[src/rtl/sed_pkg.sv]
// Shared types and character constants for the string escape decoder.
`timescale 1ns / 1ps

package sed_pkg;

	localparam int CharW   = 16;
	localparam int StatusW = 2;
	localparam int FifoDepth = 4;
	localparam int PtrW    = $clog2(FifoDepth);
	localparam int CountW  = $clog2(FifoDepth + 1);

	localparam logic [StatusW-1:0] ST_OK        = 2'd0;
	localparam logic [StatusW-1:0] ST_UNKNOWN   = 2'd1;
	localparam logic [StatusW-1:0] ST_END_IN_ESC = 2'd2;

	localparam logic [CharW-1:0] CH_NUL   = 16'h0000;
	localparam logic [CharW-1:0] CH_BSL   = 16'h005C;
	localparam logic [CharW-1:0] CH_N     = 16'h006E;
	localparam logic [CharW-1:0] CH_T     = 16'h0074;
	localparam logic [CharW-1:0] CH_R     = 16'h0072;
	localparam logic [CharW-1:0] CH_ZERO  = 16'h0030;
	localparam logic [CharW-1:0] CH_V     = 16'h0076;
	localparam logic [CharW-1:0] CH_A     = 16'h0061;
	localparam logic [CharW-1:0] CH_B     = 16'h0062;
	localparam logic [CharW-1:0] CH_F     = 16'h0066;
	localparam logic [CharW-1:0] CH_SQUOTE = 16'h0027;
	localparam logic [CharW-1:0] CH_DQUOTE = 16'h0022;
	localparam logic [CharW-1:0] CH_X     = 16'h0078;

	typedef enum logic [3:0] {
		MODE_NORMAL = 4'b0001,
		MODE_ESC    = 4'b0010,
		MODE_OCT    = 4'b0100,
		MODE_HEX    = 4'b1000
	} mode_t;

	typedef struct packed {
		logic [CharW-1:0]   out_char;
		logic [StatusW-1:0] status;
		logic               last;
	} result_t;

	// Up to two results per decoded character, in order r0 then r1.
	typedef struct packed {
		logic [1:0] count;
		result_t    r0;
		result_t    r1;
	} dec_t;

endpackage

[src/rtl/sed_decode.sv]
// Escape decoding logic with the mode and accumulator registers.
`timescale 1ns / 1ps

module sed_decode (
	input  logic                     clk,
	input  logic                     arst_n,
	input  logic                     fire,
	input  logic [sed_pkg::CharW-1:0] char_code,
	output sed_pkg::dec_t            dec
);
	import sed_pkg::*;

	mode_t            mode_q, mode_d;
	logic [CharW-1:0] accum_q, accum_d;
	logic             is_hex;
	logic [3:0]       hex_digit;
	logic             norm_emit;
	result_t          norm_res;
	mode_t            norm_mode;

	always_comb begin
		is_hex    = 1'b1;
		hex_digit = char_code[3:0];
		case (char_code) inside
			[16'h0030:16'h0039]: hex_digit = char_code[3:0];
			[16'h0041:16'h0046], [16'h0061:16'h0066]: hex_digit = char_code[3:0] + 4'd9;
			default: is_hex = 1'b0;
		endcase
	end

	// Handling of a character in normal mode, also used after a numeric escape ends.
	always_comb begin
		norm_emit = 1'b1;
		norm_mode = MODE_NORMAL;
		norm_res  = '{out_char: char_code, status: ST_OK, last: 1'b0};
		if (char_code == CH_BSL) begin
			norm_emit = 1'b0;
			norm_mode = MODE_ESC;
		end else if (char_code == CH_NUL) begin
			norm_res.last = 1'b1;
		end
	end

	always_comb begin
		mode_d  = mode_q;
		accum_d = accum_q;
		dec.count = 2'd0;
		dec.r0    = '{out_char: CH_NUL, status: ST_OK, last: 1'b0};
		dec.r1    = norm_res;
		case (mode_q)
			MODE_ESC: begin
				mode_d    = MODE_NORMAL;
				dec.count = 2'd1;
				case (char_code)
					CH_N:      dec.r0.out_char = 16'd10;
					CH_T:      dec.r0.out_char = 16'd9;
					CH_R:      dec.r0.out_char = 16'd13;
					CH_ZERO:   dec.r0.out_char = 16'd0;
					CH_V:      dec.r0.out_char = 16'd11;
					CH_A:      dec.r0.out_char = 16'd7;
					CH_B:      dec.r0.out_char = 16'd8;
					CH_F:      dec.r0.out_char = 16'd12;
					CH_SQUOTE: dec.r0.out_char = 16'd39;
					CH_DQUOTE: dec.r0.out_char = 16'd34;
					CH_BSL:    dec.r0.out_char = 16'd92;
					CH_X: begin
						dec.count = 2'd0;
						mode_d    = MODE_HEX;
						accum_d   = '0;
					end
					CH_NUL: begin
						dec.r0.status = ST_END_IN_ESC;
						dec.r0.last   = 1'b1;
					end
					default: begin
						if (char_code inside {[16'h0031:16'h0037]}) begin
							dec.count = 2'd0;
							mode_d    = MODE_OCT;
							accum_d   = {{(CharW-3){1'b0}}, char_code[2:0]};
						end else begin
							dec.r0.status = ST_UNKNOWN;
							dec.r0.last   = 1'b1;
						end
					end
				endcase
			end
			MODE_OCT, MODE_HEX: begin
				if (mode_q == MODE_OCT && char_code inside {[16'h0030:16'h0037]}) begin
					accum_d = {accum_q[CharW-4:0], char_code[2:0]};
				end else if (mode_q == MODE_HEX && is_hex) begin
					accum_d = {accum_q[CharW-5:0], hex_digit};
				end else begin
					// The pending value goes first, then the ending character as normal.
					dec.r0.out_char = accum_q;
					dec.count       = norm_emit ? 2'd2 : 2'd1;
					mode_d          = norm_mode;
				end
			end
			default: begin
				dec.r0    = norm_res;
				dec.count = norm_emit ? 2'd1 : 2'd0;
				mode_d    = norm_mode;
			end
		endcase
	end

	always_ff @(posedge clk or negedge arst_n) begin
		if (!arst_n) begin
			mode_q  <= MODE_NORMAL;
			accum_q <= '0;
		end else if (fire) begin
			mode_q  <= mode_d;
			accum_q <= accum_d;
		end
	end

endmodule

[src/rtl/sed_result_fifo.sv]
// Small result queue that takes up to two results a cycle and gives one.
`timescale 1ns / 1ps

module sed_result_fifo (
	input  logic             clk,
	input  logic             arst_n,
	input  logic             push,
	input  sed_pkg::dec_t    dec,
	output logic             room,
	output logic             res_valid,
	input  logic             res_stall,
	output sed_pkg::result_t res
);
	import sed_pkg::*;

	result_t           fifo_q [FifoDepth];
	logic [PtrW-1:0]   wr_ptr_q, rd_ptr_q;
	logic [CountW-1:0] count_q;
	logic [1:0]        n_push;
	logic              pop;

	assign n_push    = push ? dec.count : 2'd0;
	assign pop       = res_valid && !res_stall;
	assign res_valid = (count_q != '0);
	assign res       = fifo_q[rd_ptr_q];
	// Two free entries are needed before a character may be decoded.
	assign room      = (count_q <= CountW'(FifoDepth - 2));

	always_ff @(posedge clk) begin
		if (n_push != 2'd0) begin
			fifo_q[wr_ptr_q] <= dec.r0;
		end
		if (n_push == 2'd2) begin
			fifo_q[wr_ptr_q + PtrW'(1)] <= dec.r1;
		end
	end

	always_ff @(posedge clk or negedge arst_n) begin
		if (!arst_n) begin
			wr_ptr_q <= '0;
			rd_ptr_q <= '0;
			count_q  <= '0;
		end else begin
			wr_ptr_q <= wr_ptr_q + PtrW'(n_push);
			if (pop) begin
				rd_ptr_q <= rd_ptr_q + PtrW'(1);
			end
			count_q <= count_q + CountW'(n_push) - CountW'(pop);
		end
	end

endmodule

[src/rtl/string_escape_decoder_unit.sv]
// Top level of the string escape decoder.
// A character is held in the input register, then decoded into the result queue once the
// queue has room; its first result is offered from the queue.
// Throughput: one character per cycle while the result queue has room; a character that gives
// two results takes an extra output slot, absorbed by a four-entry result queue.
// Reset (arst_n low, asynchronous): normal mode, accumulator zero, queue empty.
`timescale 1ns / 1ps

module string_escape_decoder_unit (
	input  logic                      clk,
	input  logic                      arst_n,
	input  logic                      char_valid,
	output logic                      char_stall,
	input  logic [sed_pkg::CharW-1:0]  char_code,
	output logic                      res_valid,
	input  logic                      res_stall,
	output logic [sed_pkg::CharW-1:0]  out_char,
	output logic [sed_pkg::StatusW-1:0] status,
	output logic                      last
);
	import sed_pkg::*;

	logic             valid_s1;
	logic [CharW-1:0] char_s1;
	logic             room;
	logic             fire;
	logic             accept;
	dec_t             dec;
	result_t          res;

	assign fire       = valid_s1 && room;
	assign char_stall = valid_s1 && !room;
	assign accept     = char_valid && !char_stall;

	always_ff @(posedge clk or negedge arst_n) begin
		if (!arst_n) begin
			valid_s1 <= 1'b0;
		end else if (accept || fire) begin
			valid_s1 <= accept;
		end
	end

	always_ff @(posedge clk) begin
		if (accept) begin
			char_s1 <= char_code;
		end
	end

	sed_decode u_decode (
		.clk       (clk),
		.arst_n    (arst_n),
		.fire      (fire),
		.char_code (char_s1),
		.dec       (dec)
	);

	sed_result_fifo u_fifo (
		.clk       (clk),
		.arst_n    (arst_n),
		.push      (fire),
		.dec       (dec),
		.room      (room),
		.res_valid (res_valid),
		.res_stall (res_stall),
		.res       (res)
	);

	assign out_char = res.out_char;
	assign status   = res.status;
	assign last     = res.last;

endmodule

[config.mk]
export PLATFORM = sky130hd
export DESIGN_NAME = string_escape_decoder_unit
export DESIGN_NICKNAME = d
export VERILOG_FILES = /design/src/rtl/sed_pkg.sv /design/src/rtl/sed_decode.sv /design/src/rtl/sed_result_fifo.sv /design/src/rtl/string_escape_decoder_unit.sv
export SDC_FILE = /design/constraint.sdc
export NUM_CORES = 1
export LEC_CHECK = 0
export ABC_AREA = 1
export BUFFER_PORTS_ARGS = -buffer_cell sky130_fd_sc_hd__buf_2
export CAP_MARGIN = 10
export CORE_MARGIN = 5
export CORE_UTILIZATION = 55
export DETAILED_ROUTE_END_ITERATION = 7
export PLACE_DENSITY = 0.73
export SLEW_MARGIN = 10
export SYNTH_ARGS = -nofsm -noshare
export SYNTH_HDL_FRONTEND = slang
export SYNTH_SLANG_ARGS = --single-unit
[constraint.sdc]
create_clock -name clk -period 3.4 [get_ports clk]
set_clock_uncertainty 0.2 [all_clocks]
set_input_delay 0.51 -clock clk [delete_from_list [all_inputs] [get_ports clk]]
set_output_delay 0.51 -clock clk [all_outputs]
set_load 0.03 [all_outputs]
==> impl_metrics.py <==
metrics = {
    "run_status": {
        "run_status": "finished clean",
    },
    "logic_synthesis": {
        "syn_area_per_cell_um2": 8.53,
        "synth_cell_types": 43,
        "yosysSeqAreaShare": 0.493,
        "synth_nets": 834,
        "ys_seq_elements": 120,
        "yosysTopAreaCell": "edfxtp_1",
        "synth_edf_count": 84,
        "synth_flop_cell": "edfxtp_1",
        "synth_xor_area_frac": 0.00765,
        "synth_compound_area_frac": 0.158,
        "synth_area_leaders": "edfxtp_1, dfrtp_1, nand2_1",
        "netlist.area_leader.share": 0.367,
        "synthMuxAreaShare": 0,
        "synth-simple-area-share": 0.247,
        "synth_fa_ha_area_frac": 0.0175,
        "synthCells": 805,
        "synth_top_family_by_area": "simple AND/OR/NAND/NOR gates",
        "synthesis.area_um2": 6870,
        "async_reset_ff_frac": 0.233,
        "ys_warn_count": 0,
    },
    "global_route": {
        "antenna_found_initial": 0,
        "gr-usage-all-layers": 0.256,
        "grt_pass1_vias": 5828,
        "globalRouteOverflowTotal": 0,
        "grt_pass1_wl_um": 29400,
        "grt_max_degree": 41,
    },
    "sta": {
        "max_freq_ghz": 0.313,
        "period_minus_slack_ns": 3.19,
        "rsz0062_at_grt": "no",
        "max_slew_margin": 0.536,
        "final.setup.tns_ns": 0,
        "worst_pin_slew_ns": 0.696,
        "setup_violations": 0,
        "whs_ns": 0.0615,
        "finalCritPeriodShare": 0.940,
        "slew_violations": 0,
        "hold_violations": 0,
    },
    "pwr": {
        "ir_worst_vdd_mv": 0.401,
        "p_switching_mw": 2.51,
        "leakagePower_nw": 3.10,
        "swShare": 0.398,
        "combPwrFrac": 0.379,
        "power_density_nw_per_um2": 805,
        "p_total_mw": 6.29,
        "clock_power_share": 0.294,
        "p_seq_frac": 0.327,
        "intPower_mw": 3.78,
    },
    "worst_setup_path": {
        "cp.arrival_ns": 3.34,
        "max_stage_delay_ns": 0.48,
        "start_kind": "register",
        "crit_type": "register to register",
        "setup.worst_path.end_class": "register",
        "crit_required_ns": 3.54,
        "crit_slowest_cell": "edfxtp_1",
        "crit_chain": "nor2_1 -> nand2_2 -> nor2_4 -> buf_4 -> inv_1 -> nor2_2 -> nand3b_2 -> nand2_2 -> nor2_4 -> nand3_4 -> ha_1 -> fa_1 -> xnor2_1 -> xor2_1",
        "path_max_fanout": 18,
    },
    "floorplanning": {
        "dieHeight_um": 122,
        "rows": 40,
        "core_area_um2": 12100,
        "die-area_um2": 14800,
        "start_util": 0.567,
        "die_x_um": 122,
        "ios": 41,
    },
    "drt": {
        "viasPerCell": 5.83,
        "wirelength_met1_um": 7420,
        "routedWlPerCell_um": 17.7,
        "wl_met3_um": 1580,
        "drtPass1Iterations": 5,
        "drtIter0Drc": 704,
        "met2_length_um": 8680,
        "drc": 0,
        "route.final.wire_length_um": 18200,
        "vias": 5978,
        "ant_nets": 0,
        "top_layer_used": "met4",
    },
    "clock_network": {
        "htree_levels": 4,
        "cts_setup_buffers": 0,
        "cts_buffers": 17,
        "cts_sinks": 120,
        "cts_tree": "done",
        "cts_buffer_depth": 2,
        "cts_root_buffer": "clkbuf_16",
        "clk_latency_ns": 0.42,
        "clkTransAtPathRegs_ns": 0.05,
    },
    "final_layout": {
        "drive_above_1_share": 0.165,
        "nets": 875,
        "synthToLayoutAreaGrowth_pct": 13.7,
        "fillers": 1029,
        "n_antenna_cell": 0,
        "final_area_um2": 7810,
    },
    "placed_design": {
        "placed_cell_area_um2": 7190,
        "portBuffers": 40,
        "dp_hpwl_um": 13000,
        "gp_congestion": 0.968,
    },
    "flow_run": {
        "max_cap_viol_count": 0,
    },
    "hold_path": {
        "hold_path_class": "primary input to register",
    },
}
## critical path: cells and delay by family, from the launching register on
family,cells,cell delay (ns)
AND/OR/NAND/NOR,8,1.01
adder cells (fa/ha/maj),2,0.73
flip-flops,1,0.48
XOR/XNOR,2,0.36
buffers and inverters,2,0.33
## layout by cell type (no fill, tap or decap), types with 5 or more instances in the layout
cell type,instances
nand2_1,141
nor2_1,103
o21ai_0,89
edfxtp_1,84
nand3_1,81
inv_1,59
o21ai_1,43
buf_2,40
dfrtp_1,27
buf_4,24
a21oi_1,21
o22ai_1,19
clkbuf_16,17
o21ai_2,12
ha_1,8
dfxtp_1,8
nand3_2,7
nand4_1,7
nand2_2,5
nand2_4,5
a22oi_1,5
## routing by layer
layer | up-vias | GRT usage
li1 | 2843 | -
met1 | 2764 | 0.330
met2 | 327 | 0.422
met3 | 44 | 0.0580
met4 | 0 | 0.100
met5 | - | 0
## registers in the layout, summed over array words and instances (netlist names)
| register | flops |
|---|---|
| valid_s1 | 1 |
| u_fifo.wr_ptr_q | 2 |
| u_fifo.count_q | 3 |
| u_fifo.fifo_q | 76 |
| u_decode.mode_q | 4 |
| u_decode.accum_q | 16 |
| char_s1 | 16 |
| u_fifo.rd_ptr_q | 2 |
## cells in the mapped netlist (2+ instances only)
| cell type | count |
|---|---|
| a22oi_1 | 5 |
| o211ai_1 | 3 |
| nand2_4 | 5 |
| o22ai_1 | 19 |
| nor2_2 | 3 |
| nand3_2 | 7 |
| buf_2 | 8 |
| nor2_4 | 3 |
| nand4_1 | 7 |
| o31ai_1 | 2 |
| nand2_2 | 5 |
| clkinv_1 | 3 |
| inv_2 | 4 |
| a21oi_1 | 21 |
| o21ai_2 | 12 |
| buf_4 | 3 |
| nor2_1 | 103 |
| buf_6 | 13 |
| nor3_1 | 2 |
| ha_1 | 8 |
| nand3_1 | 81 |
| clkbuf_1 | 19 |
| xnor2_1 | 2 |
| dfxtp_1 | 8 |
| edfxtp_1 | 84 |
| inv_1 | 59 |
| dfrtp_1 | 27 |
| xor2_1 | 4 |
| nand2_1 | 141 |
| o21ai_0 | 89 |
| o21ai_1 | 43 |
## final cells by class
class	instances	area, um2	area share
repair buffers	66	410	0.0525
clock inverters	13	181	0.0232
clock buffers	17	425	0.0545
flip-flops and latches	120	3380	0.433
multi-input cells	575	2950	0.378
well taps	168	210	0.0269
inverters	66	248	0.0317
## metrics by stage
stage / cells / utilization / worst slack (ns)
floorplan: 805 / - / 0.280
CTS: 1025 / 0.645 / 0.198
finish: 1025 / 0.645 / 0.205
global placement: 994 / 0.594 / 0.307
detailed placement: 994 / 0.594 / 0.231
global route: 1025 / 0.645 / 0.00218
## final timing paths
check,from,endpoint,slack (ns),cells past startpoint
min,char_code[2],char_s1[2],0.06,1
min in group asynchronous,arst_n,u_decode.mode_q[1],0.47,2
max in group asynchronous,arst_n,u_decode.accum_q[12],2.07,2
max,char_s1[8],u_fifo.count_q[2],0.21,14
min reg2reg,u_fifo.fifo_q[0][2],u_fifo.fifo_q[0][2],0.26,2
max reg2reg,char_s1[8],u_fifo.count_q[2],0.21,14
## what timing repair did
action                                  in CTS  in global routing
hold endpoints to repair                    27                  0
hold buffers                                 1                  0
endpoints found under the setup margin       0                  0
gates resized for setup                      0                  0
## kinds of logic after synthesis
group                    count (synthesis)
buffers and inverters                  110
AO/OA/AOI/OAI                          196
XOR/XNOR                                 6
adder cells (fa/ha/maj)                  9
flip-flops                             120
AND/OR/NAND/NOR                        364
## power groups by stage
stage / combinational [mW] / clock, mW / sequential [mW]
global placement: 2.31 / 0 / 2.07
CTS: 2.38 / 1.87 / 2.05
finish: 2.38 / 1.85 / 2.05
detailed placement: 2.36 / 0 / 2.08
global route: 2.60 / 1.94 / 2.08
floorplan: 1.76 / 0 / 2.04
(Power assumes the default switching activity.)
